--- src/design/gtri_pkg.sv ---
// shared types, constants and helpers for the grid edge triangle intersect unit
`timescale 1ns / 1ps
package gtri_pkg;

   localparam int COORD_W = 32;
   localparam int DIFF_W  = 33;
   localparam int LEN_W   = 31;
   localparam int MUL_W   = 34;
   localparam int PROD_W  = 68;
   localparam int ACC_W   = 104;
   localparam int SPLIT_W = 33;
   localparam int NRM_W   = 67;
   localparam int DEN_W   = 99;
   localparam int DIST_W  = 102;
   localparam int NUM_W   = 100;
   localparam int DVS_W   = 68;
   localparam int QUO_W   = 32;
   localparam int CNT_W   = 5;
   localparam int STEP_W  = 5;

   localparam logic [STEP_W-1:0] STEP_LAST      = STEP_W'(21);
   localparam logic [DEN_W-1:0]  PARALLEL_LIMIT = DEN_W'(281475);
   localparam logic [LEN_W-1:0]  LEN_RESET      = LEN_W'(65536);

   localparam logic       OP_LOAD = 1'b0;
   localparam logic       OP_TEST = 1'b1;
   localparam logic [1:0] AXIS_X  = 2'd0;
   localparam logic [1:0] AXIS_Y  = 2'd1;
   localparam logic [1:0] AXIS_Z  = 2'd2;
   localparam logic [1:0] SLOT_NONE = 2'd3;

   typedef enum logic [2:0] {
      S_IDLE,
      S_MAC,
      S_DECIDE,
      S_DIV,
      S_DONE
   } state_type;

   typedef enum logic [3:0] {
      DST_NONE,
      DST_N0,
      DST_N1,
      DST_N2,
      DST_DEN,
      DST_DIST,
      DST_C0,
      DST_C1,
      DST_C2
   } dst_type;

   typedef struct packed {
      logic    issue;
      logic    clr;
      logic    sub;
      logic    sh;
      dst_type dst;
   } mac_op_type;

   typedef struct packed {
      dst_type                   dst;
      logic signed [ACC_W-1:0]   value;
   } mac_res_type;

   typedef struct packed {
      logic signed [COORD_W-1:0] x;
      logic signed [COORD_W-1:0] y;
      logic signed [COORD_W-1:0] z;
   } vec_type;

   typedef struct packed {
      logic signed [DIFF_W-1:0] x;
      logic signed [DIFF_W-1:0] y;
      logic signed [DIFF_W-1:0] z;
   } dvec_type;

   function automatic dvec_type vsub(vec_type a, vec_type b);
      dvec_type r;
      r.x = DIFF_W'(a.x) - DIFF_W'(b.x);
      r.y = DIFF_W'(a.y) - DIFF_W'(b.y);
      r.z = DIFF_W'(a.z) - DIFF_W'(b.z);
      return r;
   endfunction

   function automatic logic signed [DIFF_W-1:0] dpick(dvec_type v, logic [1:0] k);
      logic signed [DIFF_W-1:0] r;
      case (k)
         AXIS_X:  r = v.x;
         AXIS_Y:  r = v.y;
         AXIS_Z:  r = v.z;
         default: r = '0;
      endcase
      return r;
   endfunction

   function automatic logic signed [COORD_W-1:0] vpick(vec_type v, logic [1:0] k);
      logic signed [COORD_W-1:0] r;
      case (k)
         AXIS_X:  r = v.x;
         AXIS_Y:  r = v.y;
         AXIS_Z:  r = v.z;
         default: r = '0;
      endcase
      return r;
   endfunction

   function automatic logic [1:0] axis_u(logic [1:0] a);
      logic [1:0] r;
      case (a)
         AXIS_X:  r = AXIS_Y;
         AXIS_Y:  r = AXIS_Z;
         default: r = AXIS_X;
      endcase
      return r;
   endfunction

   function automatic logic [1:0] axis_w(logic [1:0] a);
      logic [1:0] r;
      case (a)
         AXIS_X:  r = AXIS_Z;
         AXIS_Y:  r = AXIS_X;
         default: r = AXIS_Y;
      endcase
      return r;
   endfunction

endpackage

--- src/design/gtri_mac.sv ---
// shared multiply-accumulate unit: registered 34x34 product, then shifted accumulate
`timescale 1ns / 1ps
module gtri_mac (
   input  logic                                   clock,
   input  logic                                   reset,
   input  gtri_pkg::mac_op_type                   op,
   input  logic signed [gtri_pkg::MUL_W-1:0]      opa,
   input  logic signed [gtri_pkg::MUL_W-1:0]      opb,
   output gtri_pkg::mac_res_type                  res
);
   logic signed [gtri_pkg::PROD_W-1:0] prod_ff;
   gtri_pkg::mac_op_type               op_ff;
   logic signed [gtri_pkg::ACC_W-1:0]  acc_ff;
   logic signed [gtri_pkg::ACC_W-1:0]  acc_in;
   logic signed [gtri_pkg::ACC_W-1:0]  shifted;
   logic signed [gtri_pkg::ACC_W-1:0]  term;

   always_ff @(posedge clock) begin
      prod_ff <= opa * opb;
      if (reset) begin
         op_ff <= '0;
      end else begin
         op_ff <= op;
      end
      if (op_ff.issue) begin
         acc_ff <= acc_in;
      end
   end

   always_comb begin
      shifted = gtri_pkg::ACC_W'(prod_ff);
      if (op_ff.sh) begin
         shifted = shifted <<< gtri_pkg::SPLIT_W;
      end
      term   = op_ff.sub ? -shifted : shifted;
      acc_in = (op_ff.clr ? '0 : acc_ff) + term;
      res.value = acc_in;
      res.dst   = op_ff.issue ? op_ff.dst : gtri_pkg::DST_NONE;
   end
endmodule

--- config.mk ---
export PLATFORM = sky130hd
export DESIGN_NAME = gtri_mac
export DESIGN_NICKNAME = d
export VERILOG_FILES = /design/src/design/gtri_pkg.sv /design/src/design/gtri_mac.sv
export SDC_FILE = /design/constraint.sdc
export NUM_CORES = 2
export LEC_CHECK = 0
export ABC_AREA = 1
export BUFFER_PORTS_ARGS = -buffer_cell sky130_fd_sc_hd__buf_2
export CAP_MARGIN = 20
export CORE_MARGIN = 2
export CORE_UTILIZATION = 40
export CTS_CLUSTER_DIAMETER = 100
export DETAILED_ROUTE_END_ITERATION = 8
export GPL_TIMING_DRIVEN = 0
export PLACE_DENSITY = 0.61
export SETUP_SLACK_MARGIN = 0.1
export SYNTH_ARGS = -nofsm -noshare
export SYNTH_HDL_FRONTEND = slang
export SYNTH_SLANG_ARGS = --single-unit
--- constraint.sdc ---
create_clock -name clock -period 10.8 [get_ports clock]
set_input_delay 1.62 -clock clock [delete_from_list [all_inputs] [get_ports clock]]
set_output_delay 1.62 -clock clock [all_outputs]
set_load 0.02 [all_outputs]
==> summary.txt <==
Status
  – Outcome: completed

STA
  – Period utilization: 96.4%
  – Setup repair after global routing missed its margin: no
  – Relative max-transition margin: a little under a tenth
  – Fin. Hold Viols: 0
  – Clock Skews: between 0.02 and 0.03 ns
  – Max frequency: ~96 MHz
  – Final setup violation count: 0
  – Final min period: around 10 ns
  – Slew @ Worst Pin: roughly 1.4 ns
  – Max Slew Vio Count: 0

Critical path
  – Worst path max stage delay: 0.90 ns
  – Critical path depth in cells: 26
  – Worst setup SP type: input pin
  – FF-to-FF setup slack: a little under 5 ns
  – WP buf/inv: 9
  – CP Class: in -> reg
  – CP delay by family, top: adder cells
  – Crit end category: flop
  – Critical Path RT: around 11 ns
  – CP Max Fanout: 11
  – Critical Path Slowest Stage Cell: fa_2
  – R2R Path End: acc_ff[77]
  – Critical Path End: prod_ff[52]
  – Reg2reg start: op_ff[4]
  – WP data arrival: between 10 and 15 ns
  – FF-to-FF path depth: 24
  – Origin of the worst setup path: opb[3]
  – Most used cell, CP: inv_1

Hold path
  – Hold Crit Class: reg -> reg
  – HP Start: acc_ff[0]

Clocking
  – Buffer depth of the longest clock path: 2
  – Num CTS Buffers: 17
  – Sink Count: 180
  – CTS H-tree lvls: 4
  – PostCTS Resize Cnt: 1
  – Clock transition at the registers of the reported paths: roughly 0.090 ns
  – Hold buffers post-CTS: 0
  – Clock Latency Late Sink: about 0.54 ns
  – Number of post-CTS setup repair buffers: 0
  – TritonCTS clock tree: done
  – CTS root buf: clkbuf_16

Floorplan
  – Die area: 162,000 um2
  – Die X: about 400 um
  – Number of I/O pins: approximately 190
  – Row cnt: between 100 and 150
  – Initial Util: 40.2%
  – Die Ht: about 400 um
  – Core area: 158,000 um2

GRT
  – Vias in the first global route: 61,300
  – Met2 Usage GRT: roughly 59%
  – Met1 usage: between 50% and 60%
  – GRT busiest layer: met2
  – GRT Overall Usage: about 39%
  – Remaining Overflow, GRT: 0
  – First-pass GRT wire length: around 440,000 um
  – Met3 usage: about a tenth
  – Initial antenna violation count: 14
  – Largest net degree at the start of global routing: 59

Placement
  – GP Congestion: around 1
  – # port buffers: 117
  – Post-DP HPWL: ~280,000 um

Logic synthesis
  – Asr flop ratio synth: 0%
  – Netlist Area Pre-Place: 63,500 um2
  – Syn Inst Count: approximately 9,000
  – Main synth FF type: edfxtp_1
  – Net Count, Synth: between 10,000 and 15,000
  – EDFF count, synth: between 100 and 150
  – Yosys warns: 0
  – Yosys cell types: 49
  – Syn avg cell area: approximately 7.1 um2
  – Register bit total from synthesis: 180
  – Register area share after synthesis: between 7 and 8%

Layout
  – Layout net count: roughly 11,000
  – Final Util: a little over two fifths
  – Most frequent cells in the layout: inv_1 (2,548), nand2_1 (2,547), fa_1 (1,240)
  – Share of cells above drive strength 1: between 3 and 4%
  – Most common cell after layout, fill and taps aside: inv_1
  – Synth-to-Final Area Change: 8.48%

Detailed routing
  – Starting DRC count in detailed routing: approximately 6,000
  – Routed Antenna Nets: 0
  – WL final: approximately 310,000 um
  – Vias/cell: around 5.3
  – TritonRoute pass-1 iters: 6
  – Avg WL per Cell: about 28 um
  – Via Count: between 60,000 and 70,000
  – DR DRC count: 0

Job
  – Total of max-cap violations: 0
flip-flops by register name (all words and copies together), names as in the netlist:
name	flops
prod_ff	68
acc_ff	104
op_ff	8
tightest hold or removal path, delay by kind of cell, from the launching register on:
| family | cells | cell delay [ns] |
|---|---|---|
| flops | 1 | 0.33 |
| fa+ha+maj | 1 | 0.26 |
| simple gates | 1 | 0.08 |
| buf+inv | 1 | 0.04 |
logic make-up after synthesis:
| family | count (synthesis) | share of synthesized area, % |
|---|---|---|
| AO/OA/AOI/OAI | 546 | 4.63 |
| XOR/XNOR | 194 | 2.68 |
| adder cells (fa/ha/maj) | 1550 | 45.2 |
| buffers and inverters | 2875 | 17.2 |
| flip-flops | 180 | 7.32 |
| AND/OR/NAND/NOR | 3641 | 22.9 |
per-layer routing:
layer,vias to the layer above,share of wire [%]
li1,26200,-
met2,3149,43
met1,30000,40
met4,2,6.8
met5,-,0.0042
met3,714,10
worst min-delay path by stage:
stage	slack, ns	to	depth (start not counted)
after floorplan	0.81	acc_ff[0]	3
after global placement	0.82	acc_ff[0]	3
after detailed placement	0.80	acc_ff[0]	3
after CTS	0.82	acc_ff[0]	3
after global routing	0.88	acc_ff[0]	3
final	0.87	acc_ff[0]	3
area by class of cell:
cell class / instances / area, um2
Sequential cell: 180 / 4650
Fill cell: 16800 / 89200
Multi-Input combinational cell: 5931 / 47900
Buffer: 317 / 1320
Clock inverter: 15 / 204
Clock buffer: 17 / 425
Inverter: 2558 / 9600
Timing Repair Buffer: 208 / 2120
Tap cell: 2072 / 2590
Antenna cell: 8 / 20.0
metrics by stage:
stage / instances / TNS (ns) / setup slack [ns] / area, um2 / hold slack, ns
floorplan: 8986 / 0 / 1.85 / 63500 / 0.806
global placement: 11200 / -10.10 / -0.816 / 66600 / 0.817
detailed placement: 11200 / -7.31 / -0.668 / 67900 / 0.803
CTS: 11300 / 0 / 0.128 / 68500 / 0.825
global route: 11300 / 0 / 0.247 / 68800 / 0.876
finish: 11300 / 0 / 0.390 / 68800 / 0.867
Yosys cell counts, types with 9 or more instances:
master	number	area share, %
nand2_1	2547	15
o21bai_1	30	0.35
ha_1	308	6.1
dfxtp_1	76	2.4
nor2_2	17	0.17
nand4_1	71	0.70
nand3b_1	9	0.11
edfxtp_1	104	4.9
a21oi_1	258	2.0
nor3_1	47	0.37
o21ai_1	34	0.27
clkbuf_1	291	1.7
nand3_1	220	1.7
fa_1	1242	39
nor4_1	14	0.14
inv_1	2548	15
o21ai_0	179	1.4
buf_6	12	0.21
or2_2	12	0.12
nor2_1	651	3.9
xor2_1	147	2.0
xnor2_1	47	0.65
nand2_2	21	0.21
a21o_1	10	0.12
Power is left out: the tool's default activity adds up to more than one toggle a clock period on the data nets, which glitch-free logic cannot reach.
