File: config.mk
export PLATFORM = sky130hd
export DESIGN_NAME = gtri_div
export DESIGN_NICKNAME = d
export VERILOG_FILES = /design/src/design/gtri_pkg.sv /design/src/design/gtri_div.sv
export SDC_FILE = /design/constraint.sdc
export NUM_CORES = 1
export LEC_CHECK = 0
export BUFFER_PORTS_ARGS = -buffer_cell sky130_fd_sc_hd__buf_4
export CAP_MARGIN = 15
export CORE_MARGIN = 8
export CORE_UTILIZATION = 54
export CTS_CLUSTER_DIAMETER = 100
export CTS_CLUSTER_SIZE = 10
export DETAILED_ROUTE_END_ITERATION = 16
export GPL_TIMING_DRIVEN = 0
export HOLD_SLACK_MARGIN = 0.1
export PLACE_DENSITY = 0.79
export SETUP_SLACK_MARGIN = 0.02
export SYNTH_ARGS = -nofsm -noshare
export SYNTH_HDL_FRONTEND = slang
export SYNTH_SLANG_ARGS = --single-unit
File: constraint.sdc
create_clock -name clock -period 9.4 [get_ports clock]
set_clock_uncertainty 0.1 [all_clocks]
set_input_delay 1.41 -clock clock [delete_from_list [all_inputs] [get_ports clock]]
set_output_delay 1.41 -clock clock [all_outputs]
set_load 0.1 [all_outputs]
File: src/design/gtri_pkg.sv
// shared types, constants and helpers for the grid edge triangle intersect unit
`timescale 1ns / 1ps
package gtri_pkg;

   localparam int COORD_W = 32;
   localparam int DIFF_W  = 33;
   localparam int LEN_W   = 31;
   localparam int MUL_W   = 34;
   localparam int PROD_W  = 68;
   localparam int ACC_W   = 104;
   localparam int SPLIT_W = 33;
   localparam int NRM_W   = 67;
   localparam int DEN_W   = 99;
   localparam int DIST_W  = 102;
   localparam int NUM_W   = 100;
   localparam int DVS_W   = 68;
   localparam int QUO_W   = 32;
   localparam int CNT_W   = 5;
   localparam int STEP_W  = 5;

   localparam logic [STEP_W-1:0] STEP_LAST      = STEP_W'(21);
   localparam logic [DEN_W-1:0]  PARALLEL_LIMIT = DEN_W'(281475);
   localparam logic [LEN_W-1:0]  LEN_RESET      = LEN_W'(65536);

   localparam logic       OP_LOAD = 1'b0;
   localparam logic       OP_TEST = 1'b1;
   localparam logic [1:0] AXIS_X  = 2'd0;
   localparam logic [1:0] AXIS_Y  = 2'd1;
   localparam logic [1:0] AXIS_Z  = 2'd2;
   localparam logic [1:0] SLOT_NONE = 2'd3;

   typedef enum logic [2:0] {
      S_IDLE,
      S_MAC,
      S_DECIDE,
      S_DIV,
      S_DONE
   } state_type;

   typedef enum logic [3:0] {
      DST_NONE,
      DST_N0,
      DST_N1,
      DST_N2,
      DST_DEN,
      DST_DIST,
      DST_C0,
      DST_C1,
      DST_C2
   } dst_type;

   typedef struct packed {
      logic    issue;
      logic    clr;
      logic    sub;
      logic    sh;
      dst_type dst;
   } mac_op_type;

   typedef struct packed {
      dst_type                   dst;
      logic signed [ACC_W-1:0]   value;
   } mac_res_type;

   typedef struct packed {
      logic signed [COORD_W-1:0] x;
      logic signed [COORD_W-1:0] y;
      logic signed [COORD_W-1:0] z;
   } vec_type;

   typedef struct packed {
      logic signed [DIFF_W-1:0] x;
      logic signed [DIFF_W-1:0] y;
      logic signed [DIFF_W-1:0] z;
   } dvec_type;

   function automatic dvec_type vsub(vec_type a, vec_type b);
      dvec_type r;
      r.x = DIFF_W'(a.x) - DIFF_W'(b.x);
      r.y = DIFF_W'(a.y) - DIFF_W'(b.y);
      r.z = DIFF_W'(a.z) - DIFF_W'(b.z);
      return r;
   endfunction

   function automatic logic signed [DIFF_W-1:0] dpick(dvec_type v, logic [1:0] k);
      logic signed [DIFF_W-1:0] r;
      case (k)
         AXIS_X:  r = v.x;
         AXIS_Y:  r = v.y;
         AXIS_Z:  r = v.z;
         default: r = '0;
      endcase
      return r;
   endfunction

   function automatic logic signed [COORD_W-1:0] vpick(vec_type v, logic [1:0] k);
      logic signed [COORD_W-1:0] r;
      case (k)
         AXIS_X:  r = v.x;
         AXIS_Y:  r = v.y;
         AXIS_Z:  r = v.z;
         default: r = '0;
      endcase
      return r;
   endfunction

   function automatic logic [1:0] axis_u(logic [1:0] a);
      logic [1:0] r;
      case (a)
         AXIS_X:  r = AXIS_Y;
         AXIS_Y:  r = AXIS_Z;
         default: r = AXIS_X;
      endcase
      return r;
   endfunction

   function automatic logic [1:0] axis_w(logic [1:0] a);
      logic [1:0] r;
      case (a)
         AXIS_X:  r = AXIS_Z;
         AXIS_Y:  r = AXIS_X;
         default: r = AXIS_Y;
      endcase
      return r;
   endfunction

endpackage

File: src/design/gtri_div.sv
// restoring divider, one quotient bit per cycle
`timescale 1ns / 1ps
module gtri_div (
   input  logic                             clock,
   input  logic                             reset,
   input  logic                             start,
   input  logic [gtri_pkg::NUM_W-1:0]       num,
   input  logic [gtri_pkg::DVS_W-1:0]       divisor,
   output logic                             done,
   output logic [gtri_pkg::QUO_W-1:0]       quo
);
   logic [gtri_pkg::NUM_W-1:0] r_ff;
   logic [gtri_pkg::NUM_W-1:0] d_ff;
   logic [gtri_pkg::QUO_W-1:0] q_ff;
   logic [gtri_pkg::CNT_W-1:0] cnt_ff;
   logic                       busy_ff;
   logic                       done_ff;
   logic [gtri_pkg::NUM_W:0]   diff;
   logic                       fits;

   assign diff = {1'b0, r_ff} - {1'b0, d_ff};
   assign fits = !diff[gtri_pkg::NUM_W];

   always_ff @(posedge clock) begin
      if (reset) begin
         busy_ff <= 1'b0;
         done_ff <= 1'b0;
         cnt_ff  <= '0;
      end else if (start) begin
         busy_ff <= 1'b1;
         done_ff <= 1'b0;
         cnt_ff  <= '0;
      end else if (busy_ff) begin
         cnt_ff <= cnt_ff + 1'b1;
         if (cnt_ff == gtri_pkg::CNT_W'(gtri_pkg::QUO_W - 1)) begin
            busy_ff <= 1'b0;
            done_ff <= 1'b1;
         end
      end
      if (start) begin
         r_ff <= num;
         d_ff <= gtri_pkg::NUM_W'({divisor, {(gtri_pkg::QUO_W - 1){1'b0}}});
         q_ff <= '0;
      end else if (busy_ff) begin
         if (fits) begin
            r_ff <= diff[gtri_pkg::NUM_W-1:0];
         end
         q_ff <= {q_ff[gtri_pkg::QUO_W-2:0], fits};
         d_ff <= d_ff >> 1;
      end
   end

   assign done = done_ff;
   assign quo  = q_ff;
endmodule

==> flow_summary.json, run 1 <==
{
  "clk_latency_ns": 0.55,
  "grt_start_max_net_pins": 69,
  "path_class": "reg -> reg",
  "min_period_ns": 5.246,
  "end_kind": "register",
  "grt.busiest_layer": "met2",
  "hp-class": "reg -> reg",
  "nNetsFinal": 2471,
  "power.density_nw_per_um2": 274.2,
  "cts.sinks": 238,
  "finalPower_mw": 5.286,
  "drcViolationCount": 0,
  "clkPwrFrac_pct": 18.3,
  "grt_pass1_wl_mm": 78.59,
  "post-route-period-util_pct": 55.81,
  "drv_slew": 0,
  "area_growth_pct": 17.87,
  "cp.required_ns": 9.55,
  "holdWs_ns": 0.3738,
  "coreArea_um2": 29720,
  "whs_path_depth": 2,
  "synth_cells": 1962,
  "start_util_pct": 55.03,
  "die_h_um": 190.0,
  "gp_congestion": 0.9415,
  "synth_edf_count": 168,
  "place_ws_ns": 4.117,
  "cts_setup_buffers": 0,
  "syn_area_um2": 16350,
  "wire_per_inst_um": 19.14,
  "grt_remaining_overflow": 0,
  "start_kind": "register",
  "crit_path_start": "r_ff[0]",
  "fp.dieArea_um2": 36110,
  "grt_pass1_vias": 15290,
  "hold_buffers": 0,
  "cts_root_buf": "clkbuf_16",
  "post-dp-hpwl_mm": 38.83,
  "cap_viol_max_count": 0,
  "fin_tns_setup_ns": 0,
  "ctsResizeCount": 0,
  "drive_above_1_share_pct": 12.26,
  "tightestPinTransition_ns": 1.219,
  "fp-row-count": 63,
  "switching_share_pct": 42.90,
  "run_status": "complete, no violations",
  "vdd_drop_max_mv": 0.1865,
  "path_max_fanout": 18,
  "reg2regPathDepth": 16,
  "wl_mm": 49.91,
  "holdCritStartpoint": "done",
  "yosysUniqueCellTypes": 73,
  "diodes": 0,
  "synth_fp_nets": 2235,
  "synth_seq_cells": 238,
  "setup_viol": 0,
  "async_flop_share_pct": 0,
  "grt_usage_pct": 26.62,
  "ys_seq_area_share_pct": 39.42,
  "r2r-start": "r_ff[0]",
  "die_x_um": 190.0,
  "ff_latch_area_um2": 6446,
  "p_leak_nw": 7.991,
  "tritoncts": "yes",
  "vias": 15380,
  "htreeDepth": 1,
  "fmax_ghz": 0.1906,
  "p_comb_share_pct": 53.2,
  "final_common_cell": "nand2_1",
  "grt_util_met2_pct": 44.84,
  "multiInputGateArea_um2": 8960,
  "fillers": 2571,
  "rsz0062_at_grt": "false",
  "cts_max_path_buffers": 3,
  "cts_made_buffers": 27,
  "ys.flop_type": "edfxtp_1",
  "cp.arrival_ns": 5.40,
  "ant_nets": 0,
  "avgSynthCellArea_um2": 8.335,
  "maxSlewHeadroom_pct": 18.77,
  "seq_power_share_pct": 28.4,
  "fin_ws_ns": 4.154,
  "hold_viol_final": 0,
  "mostFrequentLayoutCells": "357 x nand2_1, 224 x o21ai_0, 202 x buf_4, 168 x edfxtp_1, 143 x nor2_1",
  "path_clk_slew_ns": 0.06,
  "grt_use_met1_pct": 34.21,
  "viasPerCell": 5.897,
  "grt_util_met3_pct": 3.845,
  "ios": 204,
  "grt_antenna_before_repair": 0,
  "yosysWarnings": 0,
  "portBuffers": 202,
  "p_sw_mw": 2.267,
  "drt_iter0_markers": 1318,
  "p_int_mw": 3.018,
  "first_pass_iters": 5
}
-- metal layers --
layer	wire (um)	share of wire, %	up-vias
met1	21180	42	7276
met4	1814	3.6	0
met2	23700	47	591
met5	0	0	-
li1	-	-	7390
met3	3215	6.4	122
-- cells in the mapped netlist (29+ instances only) --
cell,instances,area (um2)
a21oi_1,141,705.7
inv_1,134,503.0
xnor2_1,53,464.2
ha_1,101,1264
o21bai_1,29,217.7
nand4_1,46,287.8
a21o_1,42,315.3
xor2_1,40,350.3
nor2_1,143,536.8
mux2i_1,67,670.6
dfxtp_1,70,1401
edfxtp_1,168,5045
clkbuf_1,96,360.4
nand2_1,357,1340
o21ai_0,224,1121
-- stage by stage --
step	cell area, um2	util, %	std cells
floorplan	16350	-	1962
global placement	18360	61.77	2554
detailed placement	18510	62.30	2559
CTS	19280	64.86	2608
global route	19280	64.86	2608
finish	19280	64.86	2608
-- worst max-delay path, cell delays in order (launching register included) --
cell and delay [ns]:
edfxtp_1 0.31, inv_1 0.04, ha_1 0.22, fa_1 0.42, nor2b_1 0.22, o311ai_1 0.18, a2111oi_1 0.85, o211ai_1 0.20
o311a_1 0.22, o211ai_1 0.32, a31o_2 0.27, a21oi_1 0.11, nand2b_1 0.21, a31oi_4 0.66, buf_16 0.25, buf_16 0.18
buf_16 0.17
-- power by group through the flow --
stage | clock network, mW | logic, mW | registers, mW
floorplan | 0 | 2.02 | 1.52
global placement | 0 | 2.66 | 1.54
detailed placement | 0 | 2.74 | 1.52
CTS | 0.983 | 2.76 | 1.50
global route | 1.02 | 3.10 | 1.52
finish | 0.970 | 2.81 | 1.50
-- sequential cells by signal (all words and copies together), names as in the netlist --
register	cells
busy_ff	1
done	1
quo	32
d_ff	99
cnt_ff	5
r_ff	100
-- final cells by class --
cell class | instances | share of cell area, %
clock inverter | 1 | 0.04544
clock buffer | 48 | 3.914
tap | 390 | 2.531
inverter | 135 | 2.642
sequential | 238 | 33.44
multi-input combinational | 1473 | 46.48
buffer | 116 | 2.363
timing repair buffer | 207 | 8.581
-- cells by family after synthesis --
| logic type | share of synthesized area, % |
|---|---|
| flops | 39.42 |
| compound gates | 20.28 |
| buf+inv | 5.884 |
| simple gates | 17.28 |
| fa+ha+maj | 7.850 |
| mux | 4.308 |
| xor+xnor | 4.981 |
-- path summary, 6_finish.rpt --
kind / to / slack (ns)
worst max-delay path: r_ff[62] / 4.15
worst min-delay path: done / 0.37
worst max register to register: r_ff[62] / 4.15
worst min register to register: done / 0.37
No activity file was read; power rests on OpenSTA's default activity.
==> run 2, diff against run 1 <==
CORE_UTILIZATION = 55   (was 54)
PLACE_DENSITY = 0.77   (was 0.79)
clock period = 5.4 ns   (was 9.4 ns; I/O delays follow)
==> flow_summary.json, run 2 (synthesis results as in run 1) <==
{
  "run_status": "complete, no violations",
  "drive_above_1_share_pct": 12.40,
  "cap_viol_max_count": 0,
  "grt_antenna_before_repair": 0,
  "first_pass_iters": 5,
  "drv_slew": 0,
  "regMostFlops": "r_ff",
  "viasPerCell": 5.821,
  "critical_path.max_stage_delay_ns": 0.67,
  "grt_pass1_vias": 15060,
  "final_common_cell": "nand2_1",
  "cts_setup_buffers": 0,
  "clk_latency_ns": 0.57,
  "vias": 15180,
  "grt_usage_pct": 26.71,
  "grt_pass1_wl_mm": 78.23,
  "path_max_fanout": 21,
  "placed_cells": 2560,
  "power.density_nw_per_um2": 476.2,
  "diodes": 0,
  "path_clk_slew_ns": 0.06,
  "area_growth_pct": 18.10,
  "stdcell_count": 2608,
  "nNetsFinal": 2472,
  "critical_path_buf_inv_count": 6,
  "tightestPinTransition_ns": 1.004,
  "end_kind": "register",
  "fmax_ghz": 0.1943,
  "portBuffers": 202,
  "p_leak_nw": 8.009,
  "holdWs_ns": 0.3293,
  "start_kind": "register",
  "setup_viol": 0,
  "min_period_ns": 5.147,
  "grt_start_max_net_pins": 69,
  "critical_path.most_common_cell": "buf_16",
  "cp.arrival_ns": 5.30,
  "ant_nets": 0,
  "crit_chain": "inv_1, ha_1, buf_2, and4_1, clkbuf_2, nand4_1, nor4_1, o211ai_1, o311a_1, o211ai_1, a31o_2, a21oi_1, nand2b_1, a31oi_4, buf_16, buf_16, buf_16",
  "die_h_um": 188.4,
  "maxSlewHeadroom_pct": 33.08,
  "cts_made_buffers": 27,
  "fillers": 2572,
  "hold_buffers": 0,
  "crit_family": "compound AO/OA/AOI/OAI gates",
  "mostFrequentLayoutCells": "357 x nand2_1, 224 x o21ai_0, 202 x buf_4, 168 x edfxtp_1, 143 x nor2_1",
  "cts_root_buf": "clkbuf_16",
  "coreArea_um2": 29480,
  "tritoncts": "yes",
  "htreeDepth": 1,
  "start_util_pct": 55.47,
  "vdd_drop_max_mv": 0.2530,
  "cts.sinks": 238,
  "wire_per_inst_um": 18.89,
  "crit_slowest_cell": "a31oi_4",
  "wl_mm": 49.26,
  "rsz0062_at_grt": "false",
  "fp-row-count": 63,
  "design_area_um2": 19310,
  "multiInputGateArea_um2": 8965,
  "gp_congestion": 0.9402,
  "fin_ws_ns": 0.2533,
  "post-dp-hpwl_mm": 38.26,
  "dpl_cell_area_um2": 18530,
  "drcViolationCount": 0,
  "hp-class": "in -> reg",
  "ff_latch_area_um2": 6446,
  "fp.dieArea_um2": 35510,
  "place_ws_ns": -0.01564,
  "cp.required_ns": 5.55,
  "die_x_um": 188.4,
  "ios": 204,
  "drt_iter0_markers": 1265,
  "largest_reg_flops": 100,
  "grt_remaining_overflow": 0,
  "cts_max_path_buffers": 3,
  "path_class": "reg -> reg",
  "post-route-period-util_pct": 95.31,
  "hold_viol_final": 0
}
-- run 2: cell count changes in the layout (fill, tap and decap cells not counted), sizes merged --
| cell | delta |
|---|---|
| buf | +1 |
| clkbuf | -1 |
-- run 2: path summary, 6_finish.rpt --
kind | from | end | slack (ns) | cells past startpoint
setup / recovery | d_ff[30] | r_ff[66] | 0.25 | 17
hold / removal | reset | busy_ff | 0.33 | 2
setup reg to reg | d_ff[30] | r_ff[66] | 0.25 | 17
hold reg to reg | quo[31] | quo[31] | 0.40 | 2
-- run 2: cell type report --
cell class                 instances  share of cell area (%)
clock buffer                      47                   3.939
buffer                           116                   2.358
timing repair buffer             208                   8.642
tap                              390                   2.527
clock inverter                     1                  0.1037
inverter                         135                   2.637
multi-input combinational       1473                   46.42
sequential                       238                   33.38
-- run 2: what timing repair did --
item	4_1_cts	5_1_grt
endpoints found under the setup margin	21	0
gates resized for setup	1	0
endpoints found under the hold margin	0	0
-- run 2: where the power goes --
group / switching [mW] / internal, mW / total [mW]
Sequential: 0.134 / 2.47 / 2.61
Clock: 0.759 / 0.950 / 1.71
Combinational: 3.03 / 1.84 / 4.88
-- run 2: per-layer routing --
layer  track usage (%)  share of wire, %
met1             34.95                43
met2             45.13                47
met3             3.993               6.4
met4             7.998               2.8
met5                 0                 0
-- run 2: through the flow --
stage	TNS [ns]	util [%]	total power, mW
after CTS	0	65.51	9.140
after detailed placement	-0.3016	62.85	7.395
after floorplan	0	-	6.146
after global placement	-152.29	62.32	7.300
after global routing	0	65.51	9.838
final	0	65.51	9.196
